<file path="config.mk">
export PLATFORM = sky130hd
export DESIGN_NAME = dht_pulse_width_bit_decoder
export DESIGN_NICKNAME = d
export VERILOG_FILES = /design/src/rtl/dpw_pkg.sv /design/src/rtl/dpw_front.sv /design/src/rtl/dpw_cmd_fifo.sv /design/src/rtl/dpw_back.sv /design/src/rtl/dht_pulse_width_bit_decoder.sv
export SDC_FILE = /design/constraint.sdc
export NUM_CORES = 1
export LEC_CHECK = 0
export BUFFER_PORTS_ARGS = -buffer_cell sky130_fd_sc_hd__buf_2
export CAP_MARGIN = 0
export CORE_UTILIZATION = 52
export DETAILED_ROUTE_END_ITERATION = 12
export PLACE_DENSITY = 0.79
export SYNTH_ARGS = -nofsm -noshare
export SYNTH_HDL_FRONTEND = slang
export SYNTH_SLANG_ARGS = --single-unit
</file>
<file path="constraint.sdc">
create_clock -name i_clk -period 5.2 [get_ports i_clk]
set_clock_uncertainty 0.1 [all_clocks]
set_input_delay 0.78 -clock i_clk [delete_from_list [all_inputs] [get_ports i_clk]]
set_output_delay 0.78 -clock i_clk [all_outputs]
set_load 0.005 [all_outputs]
</file>
<file path="src/rtl/dpw_pkg.sv">
`timescale 1ns / 1ps
package dpw_pkg;

    localparam int unsigned CNT_W  = 7;
    localparam int unsigned TIME_W = 32;
    localparam int unsigned LIM_W  = 16;
    localparam int unsigned IDX_W  = 3;

    localparam logic [CNT_W-1:0] SKIP_EDGES      = 7'd3;
    localparam logic [CNT_W-1:0] DATA_LAST_EDGE  = 7'd67;
    localparam logic [CNT_W-1:0] FRAME_LAST_EDGE = 7'd83;
    localparam logic [CNT_W-1:0] COUNT_TOP       = 7'd127;

    localparam logic [LIM_W-1:0] ZERO_MIN_RST = 16'd1100;
    localparam logic [LIM_W-1:0] ZERO_MAX_RST = 16'd1500;
    localparam logic [LIM_W-1:0] ONE_MIN_RST  = 16'd3400;
    localparam logic [LIM_W-1:0] ONE_MAX_RST  = 16'd3750;

    localparam logic [1:0] REQ_EDGE  = 2'd0;
    localparam logic [1:0] REQ_START = 2'd1;
    localparam logic [1:0] REQ_READ  = 2'd2;

    typedef enum logic [IDX_W-1:0] {
        REG_ZERO_MIN = 3'd0,
        REG_ZERO_MAX = 3'd1,
        REG_ONE_MIN  = 3'd2,
        REG_ONE_MAX  = 3'd3
    } t_reg_idx;

    typedef enum logic [1:0] {
        OP_NONE  = 2'd0,
        OP_EDGE  = 2'd1,
        OP_START = 2'd2,
        OP_READ  = 2'd3
    } t_op;

    typedef struct packed {
        t_op               op;
        logic [TIME_W-1:0] edge_time;
    } t_cmd;

endpackage

</file>
<file path="src/rtl/dpw_front.sv">
`timescale 1ns / 1ps
module dpw_front (
    input  logic                    i_clk,
    input  logic                    i_rst_n,
    input  logic                    push,
    output logic                    full,
    input  logic [1:0]              i_req_type,
    input  logic [dpw_pkg::TIME_W-1:0] i_edge_time,
    output logic                    o_cmd_valid,
    input  logic                    i_cmd_ready,
    output dpw_pkg::t_cmd           o_cmd
);
    import dpw_pkg::*;

    logic r_valid;
    logic n_valid;
    t_cmd r_cmd;
    t_cmd n_cmd;
    logic accept;
    t_op  dec_op;

    assign full        = r_valid && !i_cmd_ready;
    assign accept      = push && !full;
    assign o_cmd_valid = r_valid;
    assign o_cmd       = r_cmd;

    always_comb begin
        case (i_req_type)
            REQ_EDGE:  dec_op = OP_EDGE;
            REQ_START: dec_op = OP_START;
            REQ_READ:  dec_op = OP_READ;
            default:   dec_op = OP_NONE;
        endcase
    end

    always_comb begin
        n_valid = r_valid;
        n_cmd   = r_cmd;
        if (accept) begin
            n_valid         = 1'b1;
            n_cmd.op        = dec_op;
            n_cmd.edge_time = i_edge_time;
        end else if (r_valid && i_cmd_ready) begin
            n_valid = 1'b0;
        end
    end

    always_ff @(posedge i_clk) begin
        if (!i_rst_n) begin
            r_valid <= 1'b0;
        end else begin
            r_valid <= n_valid;
        end
        r_cmd <= n_cmd;
    end

endmodule

</file>
<file path="src/rtl/dpw_cmd_fifo.sv">
`timescale 1ns / 1ps
module dpw_cmd_fifo (
    input  logic          i_clk,
    input  logic          i_rst_n,
    input  logic          i_wr_valid,
    output logic          o_wr_ready,
    input  dpw_pkg::t_cmd i_wr_cmd,
    output logic          o_rd_valid,
    input  logic          i_rd_take,
    output dpw_pkg::t_cmd o_rd_cmd
);
    import dpw_pkg::*;

    t_cmd       r_mem [2];
    logic [1:0] r_cnt;
    logic [1:0] n_cnt;
    logic       r_wr;
    logic       r_rd;
    logic       wr_en;
    logic       rd_en;

    assign o_wr_ready = (r_cnt != 2'd2);
    assign o_rd_valid = (r_cnt != 2'd0);
    assign o_rd_cmd   = r_mem[r_rd];
    assign wr_en      = i_wr_valid && o_wr_ready;
    assign rd_en      = i_rd_take && o_rd_valid;

    always_comb begin
        n_cnt = r_cnt;
        if (wr_en && !rd_en) begin
            n_cnt = r_cnt + 2'd1;
        end else if (rd_en && !wr_en) begin
            n_cnt = r_cnt - 2'd1;
        end
    end

    always_ff @(posedge i_clk) begin
        if (!i_rst_n) begin
            r_cnt <= 2'd0;
            r_wr  <= 1'b0;
            r_rd  <= 1'b0;
        end else begin
            r_cnt <= n_cnt;
            if (wr_en) begin
                r_wr <= ~r_wr;
            end
            if (rd_en) begin
                r_rd <= ~r_rd;
            end
        end
        if (wr_en) begin
            r_mem[r_wr] <= i_wr_cmd;
        end
    end

endmodule

</file>
<file path="src/rtl/dpw_back.sv">
`timescale 1ns / 1ps
module dpw_back (
    input  logic                       i_clk,
    input  logic                       i_rst_n,
    input  logic                       i_cfg_valid,
    input  logic [dpw_pkg::IDX_W-1:0]  i_cfg_index,
    input  logic [dpw_pkg::LIM_W-1:0]  i_cfg_data,
    input  logic                       i_cmd_valid,
    output logic                       o_cmd_take,
    input  dpw_pkg::t_cmd              i_cmd,
    output logic                       empty,
    input  logic                       pop,
    output logic [dpw_pkg::TIME_W-1:0] o_raw_word,
    output logic                       o_data_ready
);
    import dpw_pkg::*;

    logic [LIM_W-1:0]  r_zero_min;
    logic [LIM_W-1:0]  r_zero_max;
    logic [LIM_W-1:0]  r_one_min;
    logic [LIM_W-1:0]  r_one_max;

    logic [CNT_W-1:0]  r_edge_count;
    logic [CNT_W-1:0]  n_edge_count;
    logic              r_rise_seen;
    logic              n_rise_seen;
    logic [TIME_W-1:0] r_rise_stamp;
    logic [TIME_W-1:0] n_rise_stamp;
    logic [TIME_W-1:0] r_shift_word;
    logic [TIME_W-1:0] n_shift_word;
    logic              r_ready_flag;
    logic              n_ready_flag;

    logic [TIME_W-1:0] r_q_word [2];
    logic              r_q_rdy  [2];
    logic [1:0]        r_q_cnt;
    logic [1:0]        n_q_cnt;
    logic              r_q_wr;
    logic              r_q_rd;
    logic              q_pop;

    logic [CNT_W-1:0]  cnt_inc;
    logic [TIME_W-1:0] width;
    logic              in_zero;
    logic              in_one;

    assign o_cmd_take   = i_cmd_valid && (r_q_cnt != 2'd2);
    assign empty        = (r_q_cnt == 2'd0);
    assign q_pop        = pop && !empty;
    assign o_raw_word   = r_q_word[r_q_rd];
    assign o_data_ready = r_q_rdy[r_q_rd];

    assign cnt_inc = (r_edge_count < COUNT_TOP) ? r_edge_count + 7'd1 : r_edge_count;
    assign width   = i_cmd.edge_time - r_rise_stamp;
    assign in_zero = (width >= {16'd0, r_zero_min}) && (width <= {16'd0, r_zero_max});
    assign in_one  = (width >= {16'd0, r_one_min}) && (width <= {16'd0, r_one_max});

    always_comb begin
        n_edge_count = r_edge_count;
        n_rise_seen  = r_rise_seen;
        n_rise_stamp = r_rise_stamp;
        n_shift_word = r_shift_word;
        n_ready_flag = r_ready_flag;
        case (i_cmd.op)
            OP_EDGE: begin
                n_edge_count = cnt_inc;
                if (cnt_inc <= SKIP_EDGES) begin
                    n_edge_count = cnt_inc;
                end else if (cnt_inc <= DATA_LAST_EDGE) begin
                    if (!r_rise_seen) begin
                        n_rise_stamp = i_cmd.edge_time;
                        n_rise_seen  = 1'b1;
                    end else begin
                        n_rise_seen = 1'b0;
                        if (in_zero) begin
                            n_shift_word = {r_shift_word[TIME_W-2:0], 1'b0};
                        end else if (in_one) begin
                            n_shift_word = {r_shift_word[TIME_W-2:0], 1'b1};
                        end
                    end
                end else if (cnt_inc == FRAME_LAST_EDGE) begin
                    n_ready_flag = 1'b1;
                end
            end
            OP_START: begin
                n_edge_count = '0;
                n_rise_seen  = 1'b0;
                n_ready_flag = 1'b0;
            end
            OP_READ: begin
                n_rise_seen  = 1'b0;
                n_ready_flag = 1'b0;
            end
            default: begin
                n_edge_count = r_edge_count;
            end
        endcase
    end

    always_comb begin
        n_q_cnt = r_q_cnt;
        if (o_cmd_take && !q_pop) begin
            n_q_cnt = r_q_cnt + 2'd1;
        end else if (q_pop && !o_cmd_take) begin
            n_q_cnt = r_q_cnt - 2'd1;
        end
    end

    always_ff @(posedge i_clk) begin
        if (!i_rst_n) begin
            r_zero_min   <= ZERO_MIN_RST;
            r_zero_max   <= ZERO_MAX_RST;
            r_one_min    <= ONE_MIN_RST;
            r_one_max    <= ONE_MAX_RST;
            r_edge_count <= '0;
            r_rise_seen  <= 1'b0;
            r_rise_stamp <= '0;
            r_shift_word <= '0;
            r_ready_flag <= 1'b0;
            r_q_cnt      <= 2'd0;
            r_q_wr       <= 1'b0;
            r_q_rd       <= 1'b0;
        end else begin
            if (i_cfg_valid) begin
                case (i_cfg_index)
                    REG_ZERO_MIN: r_zero_min <= i_cfg_data;
                    REG_ZERO_MAX: r_zero_max <= i_cfg_data;
                    REG_ONE_MIN:  r_one_min  <= i_cfg_data;
                    REG_ONE_MAX:  r_one_max  <= i_cfg_data;
                    default:      r_one_max  <= r_one_max;
                endcase
            end
            if (o_cmd_take) begin
                r_edge_count <= n_edge_count;
                r_rise_seen  <= n_rise_seen;
                r_rise_stamp <= n_rise_stamp;
                r_shift_word <= n_shift_word;
                r_ready_flag <= n_ready_flag;
                r_q_wr       <= ~r_q_wr;
            end
            if (q_pop) begin
                r_q_rd <= ~r_q_rd;
            end
            r_q_cnt <= n_q_cnt;
        end
        if (o_cmd_take) begin
            r_q_word[r_q_wr] <= n_shift_word;
            r_q_rdy[r_q_wr]  <= n_ready_flag;
        end
    end

endmodule

</file>
<file path="src/rtl/dht_pulse_width_bit_decoder.sv">
`timescale 1ns / 1ps
// Pulse-width bit decoder for a single-wire humidity/temperature sensor.
// Input queue: drive req_type and edge_time with push; a beat is taken at a
// clock edge with push high and full low. Request 0 is a captured edge, 1
// starts a new reading, 2 reads the raw word and clears data_ready.
// Result queue: one result per request. While empty is low the oldest result
// (raw_word, data_ready) is on the outputs; pop high takes it.
// Config: write zero/one pulse-width window limits (index 0..3) with
// i_cfg_valid; o_cfg_ready is always high. Write only while the block is idle.
// Datapath: a taken request passes the input register, the two-entry command
// queue and the execute stage into the result queue.
// Throughput: one request per cycle while the result queue has room, set by
// the execute stage that subtracts the rise stamp and compares against both windows.
// Reset: counters, flags, stamp and word clear, limits return to defaults,
// both queues empty. No clearing pass.
// Receiver stall: the two-entry result queue fills, then the command queue,
// then full rises; nothing is dropped.
module dht_pulse_width_bit_decoder (
    input  logic                       i_clk,
    input  logic                       i_rst_n,
    input  logic                       push,
    output logic                       full,
    input  logic [1:0]                 i_req_type,
    input  logic [dpw_pkg::TIME_W-1:0] i_edge_time,
    output logic                       empty,
    input  logic                       pop,
    output logic [dpw_pkg::TIME_W-1:0] o_raw_word,
    output logic                       o_data_ready,
    input  logic                       i_cfg_valid,
    output logic                       o_cfg_ready,
    input  logic [dpw_pkg::IDX_W-1:0]  i_cfg_index,
    input  logic [dpw_pkg::LIM_W-1:0]  i_cfg_data
);
    import dpw_pkg::*;

    logic f_valid;
    logic f_ready;
    t_cmd f_cmd;
    logic q_valid;
    logic q_take;
    t_cmd q_cmd;

    assign o_cfg_ready = 1'b1;

    dpw_front u_front (
        .i_clk       (i_clk),
        .i_rst_n     (i_rst_n),
        .push        (push),
        .full        (full),
        .i_req_type  (i_req_type),
        .i_edge_time (i_edge_time),
        .o_cmd_valid (f_valid),
        .i_cmd_ready (f_ready),
        .o_cmd       (f_cmd)
    );

    dpw_cmd_fifo u_fifo (
        .i_clk      (i_clk),
        .i_rst_n    (i_rst_n),
        .i_wr_valid (f_valid),
        .o_wr_ready (f_ready),
        .i_wr_cmd   (f_cmd),
        .o_rd_valid (q_valid),
        .i_rd_take  (q_take),
        .o_rd_cmd   (q_cmd)
    );

    dpw_back u_back (
        .i_clk        (i_clk),
        .i_rst_n      (i_rst_n),
        .i_cfg_valid  (i_cfg_valid),
        .i_cfg_index  (i_cfg_index),
        .i_cfg_data   (i_cfg_data),
        .i_cmd_valid  (q_valid),
        .o_cmd_take   (q_take),
        .i_cmd        (q_cmd),
        .empty        (empty),
        .pop          (pop),
        .o_raw_word   (o_raw_word),
        .o_data_ready (o_data_ready)
    );

endmodule

</file>
==> results of run 1 <==
stage by stage:
step	utilization (%)	setup TNS (ns)	setup slack (ns)	hold slack, ns
global placement	57.64	-4.285	-0.07579	0.3222
global route	63.32	-2.031	-0.1075	0.2683
detailed placement	57.64	-9.905	-0.2191	0.3298
CTS	61.82	0	0.002281	0.2674
finish	63.32	0	0.1317	0.2859
floorplan	-	0	0.1010	0.3215
flip-flops by register name, indices dropped and copies added (netlist names), named ones only:
signal	flops
u_fifo.r_mem	68
u_back.r_q_word	64
u_front.o_cmd	34
u_back.r_rise_stamp	32
u_back.r_shift_word	32
u_back.r_one_max	16
u_back.r_one_min	16
u_back.r_zero_max	16
u_back.r_zero_min	16
u_back.r_edge_count	7
u_back.r_q_cnt	2
u_back.r_q_rdy	2
u_fifo.r_cnt	2
u_back.r_q_rd	1
u_back.r_q_wr	1
u_back.r_ready_flag	1
u_back.r_rise_seen	1
u_fifo.r_rd	1
u_fifo.r_wr	1
u_front.o_cmd_valid	1
worst min-delay path by stage:
stage	startpoint	cells past startpoint	end
6_report	i_edge_time[29]	1	u_front.o_cmd[29]
5_1_grt	i_edge_time[19]	1	u_front.o_cmd[19]
4_1_cts	i_edge_time[11]	1	u_front.o_cmd[11]
3_5_place_dp	u_front.o_cmd[9]	0	u_fifo.r_mem[0][9]
3_3_place_gp	u_front.o_cmd[16]	0	u_fifo.r_mem[0][16]
2_1_floorplan	u_front.o_cmd[0]	0	u_fifo.r_mem[0][0]
final cells by class:
type                    instances  area, sq um  share of cell area [%]
well taps                     390        488.0                   2.586
inverters                     105        394.1                   2.089
multi-input cells             943         7699                   40.80
repair buffers                179         1236                   6.552
flip-flops and latches        316         8011                   42.46
clock buffers                  36        804.5                   4.264
clock inverters                22        235.2                   1.247
layer usage:
layer | share of wire [%] | up-vias
li1 | - | 5419
met2 | 50 | 250
met4 | 3.1 | 0
met3 | 3.7 | 65
met5 | 0 | -
met1 | 43 | 5163
power breakdown:
part	internal (mW)	switching [mW]	leakage, nW
combinational	1.63	1.83	4.07
clock	1.31	0.961	0.511
sequential	2.94	0.0919	2.78
total	5.88	2.88	7.36
cell usage in the layout (no fill, tap or decap), types with 39 or more instances in the layout:
cell,netlist,routed
buf_4,2,78
inv_1,104,104
a21boi_0,43,43
nor2_1,45,39
edfxtp_1,168,168
ha_1,105,93
mux2_2,63,58
dfxtp_1,148,147
nor2b_1,76,74
buf_2,1,91
nand2_1,149,147
a21oi_1,54,42
mux2i_1,68,63
timing repair:
item / in CTS / in global routing
endpoints found under the setup margin: 93 / 93
cloned: 2 / 2
pin swaps: 9 / 39
gates resized for setup: 24 / 70
setup buffers: 5 / 6
logic make-up (layout without fill, tap and decap cells):
| kind of cell | after synthesis | in the layout | share of synthesized area, % |
|---|---|---|---|
| AND/OR/NAND/NOR | 389 | 389 | 12.33 |
| multiplexers | 162 | 162 | 11.67 |
| AO/OA/AOI/OAI | 259 | 259 | 11.45 |
| buffers and inverters | 165 | 342 | 4.241 |
| other | 1 | 1 | 0.02363 |
| flip-flops | 316 | 316 | 50.45 |
| adder cells (fa/ha/maj) | 106 | 106 | 8.404 |
| XOR/XNOR | 26 | 26 | 1.435 |
critical path, delay by kind of cell, from the launching register on:
kind,cells,cell delay (ns)
and+or+nand+nor,8,1.92
AOI/OAI and AO/OA,6,1.05
adders and majority gates,2,0.58
muxes,2,0.40
buffers and inverters,3,0.38
DFF,1,0.37
xor gates and xnor gates,1,0.14
==> out/results.ini, run 1 <==
[worst_setup_path]
cpMostUsedCell = ha_1
crit_type = reg -> reg
worstSetupEndpointType = flop
regToRegEndpoint = u_back.r_shift_word[27]
crit_arrival_ns = 5.42
cp_slowest_cell = or4b_4
start_kind = flop
rr_worst_depth = 22
cp_cell_sequence = buf_6, mux2i_4, inv_1, ha_1, nor2b_4, o2111a_1, nor2_2, o21ai_2, a21o_1, a21oi_2, xnor2_2, ha_1, nand4_1, or4_1, o211ai_1, o221ai_2, nand2b_4, nor3b_2, or4b_4, buf_12, mux2i_2, nor2b_1
critPathCapture = u_back.r_shift_word[27]
r2r_slack_ns = 0.13
path_max_fanout = 8
worst_path_largest_cell_delay_ns = 0.58
cp.required_ns = 5.56

[layout]
area_growth_pct = 18.88
final_cell_area_sq_um = 18870
stdcell_count = 1991
drive_gt1_share_pct = 25.48
fillers = 2282
n_antenna_cell = 0
final_net_count = 1740

[floorplan]
dieArea_sq_um = 31220
ioPinCount = 94
die_h_um = 176.7
start_util_pct = 53.27
fp.dieW_um = 176.7
core_area_sq_um = 29800
rows = 63

[yosys]
seq_area_frac_synth_pct = 50.45
syn-cell-area_sq_um = 15870
postSynth.asyncResetShare_pct = 0
synth_common_cells = 168 x edfxtp_1, 149 x nand2_1, 148 x dfxtp_1
synth_top_area_share_pct = 31.79
yosysUniqueCellTypes = 75
ys.warnings.count = 0
synth_seq_cells = 316
synth.most_common_cell = edfxtp_1
syn_area_per_cell_sq_um = 11.15
synth_edf_count = 168
synth_top_area_cell = edfxtp_1
synthTopCellsByArea = edfxtp_1 32%, dfxtp_1 19%, ha_1 8.3%, mux2_2 4.5%, mux2i_1 4.3%
syn_nets = 1588
synth_ff_type = edfxtp_1
synthCells = 1424

[clock_network]
clkTransAtPathRegs_ns = 0.07
cts_sinks = 316
cts_root_buf = clkbuf_16
cts_hold_buf = 0
htreeDepth = 1
cts_made_buffers = 31
clk_path_buf_depth = 3
cts_tree = built
clk_latency_ns = 0.57

[place]
hpwl_mm = 22.30
portBuffers = 92
dpl_cell_area_sq_um = 17170
place_inst = 1919
globalplace.congestion = 0.8687

[global_route]
overflow = 0
grt_first_pass_wirelength_mm = 52.07
grt_pass1_vias = 10630
grt_usage_pct = 20.58
met2_usage_pct = 36.60
grt_use_met1_pct = 25.74
grt_max_degree = 93
antenna_found_initial = 0
busiest_layer = met2
gr-usage-met3_pct = 2.298

[outcome]
status = complete, no violations

[power]
leakage_nw = 7.363
cellPowerDensity_nw_per_um2 = 464.5
p_total_mw = 8.764
ir_drop_v = 0.0003069

[sta]
max_freq_ghz = 0.1973
setup_viol = 0
slew_violations = 0
worst_pin_slew_ns = 1.095
rsz0062_at_grt = yes
relSlewSlack_pct = 26.81
hold_viol = 0
final.period_utilization_pct = 97.47
period_minus_slack_ns = 5.068

[routing]
drc = 0
drt_iter0_markers = 643
postRouteWirelength_mm = 33.15
viasPerCell = 5.473
ant_nets = 0
dr.pass1.iters = 6
wl_per_cell_um = 16.65
num_vias = 10900

[flow_run]
drv_cap = 0

[worst_hold_path]
hold_path.class = in -> reg

Note: power is estimated with default switching activity, not from simulation.
==> run 2, diff against run 1 <==
--- a/config.mk
+++ b/config.mk
@@ -8,6 +8,7 @@
 export BUFFER_PORTS_ARGS = -buffer_cell sky130_fd_sc_hd__buf_2
 export CAP_MARGIN = 0
 export CORE_UTILIZATION = 52
+export CTS_BUF_LIST = sky130_fd_sc_hd__clkbuf_8
 export DETAILED_ROUTE_END_ITERATION = 12
 export PLACE_DENSITY = 0.79
 export SYNTH_ARGS = -nofsm -noshare
==> run 2 against run 1 <==
- final area is 0.11% lower
- final cell count is 2.1% higher
- clock power is 12% lower
- sequential share of layout area is essentially flat
- count of clock-buffer cells in the layout grew 20
- non-clock buffer count is 5 higher
- critical path type unchanged
- largest cell class unchanged
- largest power group unchanged
==> out/results.ini, run 2 (synthesis results as in run 1) <==
[clock_network]
cts_sinks = 316
htreeDepth = 2
cts_hold_buf = 0
cts_made_buffers = 50
cts_tree = built
clk_path_buf_depth = 3
clkTransAtPathRegs_ns = 0.06
clk_latency_ns = 0.57
cts_root_buf = clkbuf_8

[global_route]
overflow = 0
grt_first_pass_wirelength_mm = 52.57
grt_max_degree = 93
grt_usage_pct = 20.80
grt_pass1_vias = 10810
antenna_found_initial = 0

[layout]
layout_common_cells = 168 x edfxtp_1, 147 x nand2_1, 147 x dfxtp_1, 123 x inv_1, 91 x buf_2
final_common_cell = edfxtp_1
largest_register_ffs = 68
fillers = 2307
n_antenna_cell = 0
regMostFlops = u_fifo.r_mem
final_core_util_pct = 63.25
area_growth_pct = 18.75
drive_gt1_share_pct = 25.82
final_net_count = 1764

[floorplan]
fp.dieW_um = 176.7
start_util_pct = 53.27
dieArea_sq_um = 31220
die_h_um = 176.7
rows = 63
ioPinCount = 94
core_area_sq_um = 29800

[worst_setup_path]
cp.required_ns = 5.56
crit_arrival_ns = 5.48
crit_type = reg -> reg
worstSetupEndpointType = flop
path_max_fanout = 7
start_kind = flop

[sta]
final.period_utilization_pct = 98.49
rsz0062_at_grt = yes
relSlewSlack_pct = 25.65
max_freq_ghz = 0.1953
setup_viol = 0
hold_slack_ns = 0.2862
slew_violations = 0
final.setup.tns_ns = 0
worst_pin_slew_ns = 1.115
hold_viol = 0
period_minus_slack_ns = 5.122

[place]
globalplace.congestion = 0.8687
portBuffers = 92
hpwl_mm = 22.30

[routing]
ant_nets = 0
drt_iter0_markers = 624
viasPerCell = 5.424
drc = 0
num_vias = 11020
postRouteWirelength_mm = 33.20
wl_per_cell_um = 16.34
dr.pass1.iters = 6

[flow_run]
drv_cap = 0

[power]
ir_drop_v = 0.0002403
cellPowerDensity_nw_per_um2 = 452.4
leakage_nw = 7.455

[outcome]
status = complete, no violations

[worst_hold_path]
hold_path.class = in -> reg

run 2: cell count changes in the layout (fill, tap and decap cells not counted), sizes merged:
cell | previous run | this run
clkbuf | 38 | 59
buf | 177 | 181
clkinv | 14 | 16
clkinvlp | 2 | 1
bufinv | 4 | 1
inv | 107 | 125
run 2: critical path: stages, from the launching register on:
cell and delay (ns):
dfxtp_4 0.36, buf_8 0.14, buf_12 0.13, mux2_4 0.31, ha_4 0.28, nand4_1 0.22, o31ai_2 0.32, a31oi_1 0.08
nand2_1 0.13, a31oi_2 0.11, xnor2_1 0.13, buf_4 0.15, ha_4 0.22, buf_6 0.12, a21oi_2 0.13, o21a_1 0.13
o31ai_1 0.06, a311oi_1 0.26, o221a_1 0.25, nand2b_4 0.15, nor3b_4 0.19, or4b_4 0.59, clkbuf_16 0.21, mux2i_1 0.18
nor2b_1 0.07
run 2: worst paths after layout:
check	from	end	slack, ns	cells after the start
worst max-delay path	flop	u_back.r_shift_word[30]	0.08	24
worst min-delay path	i_edge_time[31]	u_front.o_cmd[31]	0.29	1
worst max register to register	flop	u_back.r_shift_word[30]	0.08	24
worst min register to register	u_front.o_cmd[18]	u_fifo.r_mem[0][18]	0.34	0
run 2: area by class of cell:
type | count | area, sq um | share of cell area (%)
clock buffer | 56 | 770.7 | 4.089
sequential | 316 | 8011 | 42.51
timing repair buffer | 184 | 1277 | 6.778
clock inverter | 38 | 190.2 | 1.009
multi-input combinational | 943 | 7715 | 40.93
inverter | 105 | 394.1 | 2.091
tap | 390 | 488.0 | 2.589
run 2: timing repair:
| item | CTS | global route |
|---|---|---|
| setup buffers | 3 | 13 |
| gates resized for setup | 21 | 74 |
| endpoints found under the setup margin | 93 | 93 |
| cloned | 2 | 2 |
| pin swaps | 8 | 44 |
run 2: metrics by stage:
step / worst slack [ns] / cell area, sq um / power, mW / instances
2_1_floorplan: 0.1010 / 15880 / 5.065 / 1424
3_3_place_gp: -0.07579 / 17170 / 6.027 / 1919
3_5_place_dp: -0.2191 / 17170 / 6.111 / 1919
4_1_cts: 0.001992 / 18310 / 8.233 / 2018
5_1_grt: -0.1864 / 18850 / 9.078 / 2032
6_report: 0.07838 / 18850 / 8.527 / 2032
run 2: power breakdown:
part           total [mW]  switching, mW  leakage [nW]  internal [mW]
clock                1.99          0.948         0.566           1.04
sequential           3.03         0.0898          2.78           2.94
combinational        3.51           1.85          4.10           1.66
run 2: metal layers:
layer	track usage, %	share of wire (%)	vias up
met5	0	0	-
li1	-	-	5470
met2	36.70	49	242
met1	25.72	44	5259
met3	3.200	4.0	51
met4	7.328	2.5	0
